<file path="src/fpd_pkg.sv">
// Package for the five-point diffusion filter: beat types, register indexes
// and fixed-point constants. No dependencies.
package fpd_pkg;

  localparam int SampleBits  = 16;
  localparam int FwBits      = 12;
  localparam int FhBits      = 13;
  localparam int MinDim      = 3;
  localparam int HeightLimit = 4096;

  // 6*centre + four neighbours + rounding term stays below 2^20.
  localparam int SumBits    = 20;
  localparam int RecipBits  = 20;
  localparam int RecipShift = 23;
  // ceil(2^23 / 10): floor(n * Recip10 / 2^23) equals n / 10 for n below 2^22.
  localparam logic [RecipBits-1:0] Recip10 = 20'd838861;

  typedef enum logic {
    OP_PIXEL = 1'b0,
    OP_DRAIN = 1'b1
  } op_e;

  typedef enum logic {
    CFG_FRAME_WIDTH  = 1'b0,
    CFG_FRAME_HEIGHT = 1'b1
  } cfg_index_e;

  typedef struct packed {
    op_e                   operation;
    logic [SampleBits-1:0] sample;
  } in_beat_t;

  typedef struct packed {
    logic [SampleBits-1:0] filtered;
    logic                  frame_last;
  } out_beat_t;

  // Control of the item held in the compute stage.
  typedef struct packed {
    logic drain;  // drain tick: the centre value goes out as is
    logic pass;   // border pixel: the centre value goes out as is
    logic last;   // final pixel of the frame
  } kern_ctl_t;

endpackage

</file>
<file path="src/fpd_kernel.sv">
// Five-point kernel and output register of the diffusion filter, with the
// left-neighbour register. Depends on fpd_pkg.
module fpd_kernel (
  input  logic                           clk_i,
  input  logic                           rst_ni,
  input  logic                           s1_valid_i,
  input  fpd_pkg::kern_ctl_t             ctl_i,
  input  logic [fpd_pkg::SampleBits-1:0] px_i,
  input  logic [fpd_pkg::SampleBits-1:0] up_i,
  input  logic [fpd_pkg::SampleBits-1:0] centre_i,
  input  logic [fpd_pkg::SampleBits-1:0] right_i,
  output logic                           s1_ready_o,
  output logic                           out_valid_o,
  input  logic                           out_ready_i,
  output fpd_pkg::out_beat_t             out_o
);
  import fpd_pkg::*;

  localparam int ProdBits = SumBits + RecipBits;

  logic [SampleBits-1:0] left_q;
  logic                  out_valid_q;
  out_beat_t             out_q;
  logic [SumBits-1:0]    sum;
  logic [ProdBits-1:0]   prod;
  logic [SampleBits-1:0] result;
  logic                  advance;

  always_comb begin
    sum = (SumBits'(centre_i) << 2) + (SumBits'(centre_i) << 1)
        + SumBits'(up_i) + SumBits'(px_i) + SumBits'(left_q) + SumBits'(right_i)
        + SumBits'(5);
    prod = ProdBits'(sum) * ProdBits'(Recip10);
    if (ctl_i.drain || ctl_i.pass) begin
      result = centre_i;
    end else begin
      result = prod[RecipShift +: SampleBits];
    end
  end

  assign s1_ready_o = !out_valid_q || out_ready_i;
  assign advance    = s1_valid_i && s1_ready_o;

  always_ff @(posedge clk_i or negedge rst_ni) begin
    if (!rst_ni) begin
      out_valid_q <= 1'b0;
      left_q      <= '0;
    end else begin
      if (advance) begin
        out_valid_q <= 1'b1;
        left_q      <= centre_i;
      end else if (out_ready_i) begin
        out_valid_q <= 1'b0;
      end
    end
  end

  always_ff @(posedge clk_i) begin
    if (advance) begin
      out_q.filtered   <= result;
      out_q.frame_last <= ctl_i.last;
    end
  end

  assign out_valid_o = out_valid_q;
  assign out_o       = out_q;

endmodule
</file>
<file path="config.mk">
export PLATFORM = sky130hd
export DESIGN_NAME = fpd_kernel
export DESIGN_NICKNAME = d
export VERILOG_FILES = /design/src/fpd_pkg.sv /design/src/fpd_kernel.sv
export SDC_FILE = /design/constraint.sdc
export NUM_CORES = 1
export LEC_CHECK = 0
export ABC_AREA = 1
export BUFFER_PORTS_ARGS = -buffer_cell sky130_fd_sc_hd__buf_4
export CORE_ASPECT_RATIO = 0.6
export CORE_MARGIN = 2
export CORE_UTILIZATION = 45
export CTS_CLUSTER_SIZE = 30
export DETAILED_ROUTE_END_ITERATION = 8
export SLEW_MARGIN = 20
export SYNTH_ARGS = -nofsm -noshare
export SYNTH_HDL_FRONTEND = slang
export SYNTH_SLANG_ARGS = --single-unit
</file>
<file path="constraint.sdc">
create_clock -name clk_i -period 10.45 [get_ports clk_i]
set_input_delay 1.5675 -clock clk_i [delete_from_list [all_inputs] [get_ports clk_i]]
set_output_delay 1.5675 -clock clk_i [all_outputs]
set_load 0.03 [all_outputs]
</file>
======== Word-level counts from Yosys, hierarchy flattened ========
Cells that the tools add are included.
storage, ports and cells
  register bits after elaboration ......... 34
  latch bits .............................. 0
  bits in writable memories ............... 0
  memory bits (read-only) ................. 0
  input bits .............................. 71
  output and inout bits ................... 19
  logic and storage cells ................. 19
  memories ................................ 0
operators by class
  $add $sub $neg .......................... 6
  multiply operators ...................... 1
  div/mod/pow operators ................... 0
  $lt $le $gt $ge ......................... 0
  eq/ne operators ......................... 0
  shift operators ......................... 0
  muxes and demuxes ....................... 3
  bitwise operators ....................... 0
  reductions and logical operators ........ 5
operators by type and width
  kind                    number
  $add 20x16->20          3
  $mul 20x20->39 const B  1
  $add 19x16->20          1
  $add 20x3->20 const B   1
  $add 18x17->19          1
  $mux 16                 1
  $logic_or 1x1->1        2
  $mux 1                  2
  $reduce_bool 2->1       1
  $logic_and 1x1->1       1
  $logic_not 1->1         1

======== Logic depth before layout (Yosys ltp) ========
  depth in word-level cells ............... 8
  gate-level depth with buffers ........... 44
  gate-level depth less buffers ........... 44

======== Worst setup path before layout ========
Ideal clock, no wire load.
  path type ............................... input port to flip-flop
  start point ............................. in centre_i[0] (netlist name)
  end point ............................... reg out_q (netlist bit out_o[5]), data pin
  library setup time ...................... 253 ps
  arrival ................................. 9111 ps
  data required time ...................... 10197 ps
  setup slack ............................. 1086 ps
  cell stages on the path ................. 38
  path buffers ............................ 0
  cell sequence ........................... inv_1 > fa_1 > inv_1 > fa_1 > inv_1 > fa_1 > inv_1 > ha_1 > a21oi_1 > o21bai_2 > nor2_4 > o21ai_4 > a21oi_2 > o21ai_2 > xor2_2 > inv_2 > ha_1 > fa_1 > [... 2 more ...] > fa_1 > inv_1 > fa_1 > fa_1 > inv_1 > fa_1 > inv_1 > ha_1 > nand2_1 > inv_1 > nand2_1 > and2_1 > o21ai_0 > a21oi_1 > nand2_1 > or2_2 > nand3_1 > nand2_1
between the ends
  word-level cells in the longest chain between the ends .. 8
RTL lines
  element                       line              text
  from (decl)                   fpd_kernel.sv:10  input logic [fpd_pkg::SampleBits-1:0] centre_i,
  $add 18x17->19                fpd_kernel.sv:30  sum = (SumBits'(centre_i) << 2) + (SumBits'(centre_i) << 1)
  $add 19x16->20                fpd_kernel.sv:31  + SumBits'(up_i) + SumBits'(px_i) + SumBits'(left_q) + SumBits'(right_i)
  $add 20x16->20 (3 in series)  fpd_kernel.sv:31
  $add 20x3->20                 fpd_kernel.sv:32  + SumBits'(5);
  $mul 20x20->39                fpd_kernel.sv:33  prod = ProdBits'(sum) * ProdBits'(Recip10);
  $mux 16                       fpd_kernel.sv:34  if (ctl_i.drain || ctl_i.pass) begin
  via result[4]                 fpd_kernel.sv:26  logic [SampleBits-1:0] result;
  to (decl)                     fpd_kernel.sv:23  out_beat_t out_q;
The timed path passes the listed nets, and every way through them passes these cells.
A chain may end at the register's enable or synchronous reset.

======== Worst setup path after layout ========
  start point ............................. in centre_i[5] (netlist name)
  end point ............................... reg out_q (netlist bit out_o[1]), data pin
Same word-level chain as after synthesis.

==> results.yml <==
outcome:
  outcome: "finished, final reports clean"
synth:
  yosys_warnings: 0
  avgSynthCellArea_um2: 8.36
  ys_types: 47
  synthMuxAreaShare_pct: 0
  yosys-top-cells-count: "inv_1 (430), ha_1 (216), nand2_1 (200), fa_1 (198), nor2_1 (76)"
  synth.most_common_cell: "inv_1"
  synth_compound_area_share_pct: 6.67
  synth_area_um2: 11900
  synthSimpleGateAreaFrac_pct: 13.3
  yosys.area.top_type: "fa_1"
  synthXorXnorAreaFrac_pct: 2.18
  synth_top_family_by_area: "adder cells"
  synth_edf_count: 17
  synth-seq-cells: 34
  synthTopCellsByArea: "fa_1 (33%), ha_1 (23%), inv_1 (14%), nand2_1 (6.3%), edfxtp_1 (4.3%)"
  synthCells: 1421
  synth_fp_nets: 1906
  synth_fa_ha_area_share_pct: 56.1
  ys.flop_type: "edfxtp_1"
  async_flop_share_pct: 50.0
  synth_top_cell_area_share_pct: 33.4
  ys_seq_area_share_pct: 7.88
setup_path:
  crit_required_ps: 10610
  r2r_setup_slack_ps: 1560
  crit_fanout: 7
  crit_start: "centre_i[5]"
  reg2reg_depth: 40
  crit_family: "adder cells"
  cp-start-kind: "primary input"
  timing.critical_path.buf_inv: 10
  cpPeakStageDelay_ps: 570
  r2r_end: "out_o[11]$_DFFE_PP_"
  cp-end-kind: "flip-flop"
  crit_type: "in2reg"
  worstReg2RegStart: "left_q[2]$_DFFE_PN0P_"
  critPathSlowestCell: "fa_1"
  crit_arrival_ps: 10230
route:
  drtPass1Iterations: 5
  routed_wirelength_um: 34400
  dr.first_iter.drc_count: 811
  vias: 9529
  drc: 0
  ant_nets: 0
  wl_per_cell_um: 17.8
  vias_per_cell: 4.92
floorplanning:
  initial_utilization_pct: 45.4
  rows: 46
  coreArea_um2: 26200
  die_h_um: 130
  dieArea_um2: 27800
  die_w_um: 214
  io_pins: 90
clocking:
  clkTransAtPathRegs_ps: 60
  numCtsBuffers: 5
  clk-insertion-delay-late_ps: 290
  cts_setup_buffers: 0
  ctsHoldBuffers: 0
  htree_levels: 2
  cts_tree: "yes"
  cts_sinks: 34
  cts_buffer_depth: 2
  cts_root_buf: "clkbuf_16"
min_path:
  whs_endpoint: "left_q[11]$_DFFE_PN0P_"
  hold_path_class: "reg2reg"
  whs_path_depth: 2
  holdCritStartpoint: "left_q[11]$_DFFE_PN0P_"
timing:
  tns_ps: 0
  relSlewSlack_pct: 51.7
  min_period_ps: 10070
  slew_violations: 0
  skew_ps: 4.20
  setup_viol: 0
  fmaxAchievable_ghz: 0.0993
  min_period_over_period_pct: 96.3
  worstMarginPinSlew_ps: 723
  rsz0062_at_grt: "no"
  hold_viol_final: 0
grt:
  grt_first_pass_wirelength_um: 54300
  antenna_found_initial: 1
  groute.usage.overall_pct: 26.7
  grt_max_degree: 35
  overflow: 0
  grt_pass1_vias: 9462
place:
  gp_congestion: 1.03
  hpwl_um: 31600
  dpl-instance-area_um2: 13500
  io_buffers: 89
final_layout:
  num_antenna_cells: 0
  synthToLayoutAreaGrowth_pct: 15.0
  nets: 2063
  drive_above_1_share_pct: 12.9
  design_area_um2: 13700
run:
  cap_violations: 0
[layout by cell type, fill, tap and decap left out, types with 6 or more instances in the layout]
cell type,count
a21oi_1,52
a21oi_2,6
buf_4,155
dfrtp_1,17
edfxtp_1,17
fa_1,198
ha_1,212
inv_1,430
nand2_1,200
nand2_2,9
nand3_1,39
nand4_1,8
nor2_1,76
nor3_1,10
o21ai_0,53
xnor2_1,10
xor2_1,14
[per-layer routing]
| metal | vias up | share of wire [%] | global-route usage, % | routed length (um) |
|---|---|---|---|---|
| met5 | - | 0 | 0 | 0 |
| met4 | 0 | 0.34 | 1.06 | 118 |
| met3 | 18 | 11 | 8.81 | 3860 |
| met2 | 336 | 35 | 32.7 | 12000 |
| met1 | 4544 | 54 | 45.3 | 18500 |
| li1 | 4631 | - | - | - |
[kinds of logic (layout without fill, tap and decap cells)]
logic type | count (synthesis) | in the layout
compound gates | 140 | 140
simple gates | 367 | 367
buf+inv | 439 | 596
xor+xnor | 27 | 27
flops | 34 | 34
fa+ha+maj | 414 | 414
[state kept, by name (all words and copies together) (netlist names)]
| register | count |
|---|---|
| out_o | 17 |
| out_valid_o | 1 |
| left_q | 16 |
[cell type report]
| type | instances | area [um2] |
|---|---|---|
| repair buffers | 155 | 1160 |
| well taps | 360 | 450 |
| flip-flops and latches | 34 | 936 |
| inverters | 434 | 1630 |
| clock buffers | 5 | 125 |
| clock inverters | 2 | 10.0 |
| fillers | 2574 | 12500 |
| multi-input cells | 948 | 9350 |
[per-stage QoR]
step	hold slack [ps]	util, %	worst slack, ps	cells
6_report	486	52.2	382	1938
3_5_place_dp	475	51.5	-38.9	1931
3_3_place_gp	467	51.5	55.3	1931
5_1_grt	517	52.2	0.370	1938
4_1_cts	490	52.0	244	1938
2_1_floorplan	453	-	1090	1421
[worst register-to-register path, delay by kind of cell (launching register included)]
kind	cells	cell delay [ps]
AO/OA/AOI/OAI	6	1030
adder cells (fa/ha/maj)	12	5280
buffers and inverters	9	560
flip-flops	1	350
AND/OR/NAND/NOR	13	1410
[worst max path at each step]
stage | end | slack, ps | cells past startpoint
after floorplan | out_o[5]$_DFFE_PP_ | 1090 | 38
after global placement | out_o[11]$_DFFE_PP_ | 60 | 37
after detailed placement | out_o[11]$_DFFE_PP_ | -40 | 37
after CTS | out_o[11]$_DFFE_PP_ | 240 | 37
after global routing | out_o[11]$_DFFE_PP_ | 0.4 | 41
final | out_o[1]$_DFFE_PP_ | 380 | 36
[what timing repair did]
action | CTS | global route
endpoints found under the setup margin | 0 | 13
resized for setup | 0 | 12
hold endpoints to repair | 0 | 0
Power is left out: the tool's default activity adds up to more than one toggle a clock period on the data nets, which glitch-free logic cannot reach.
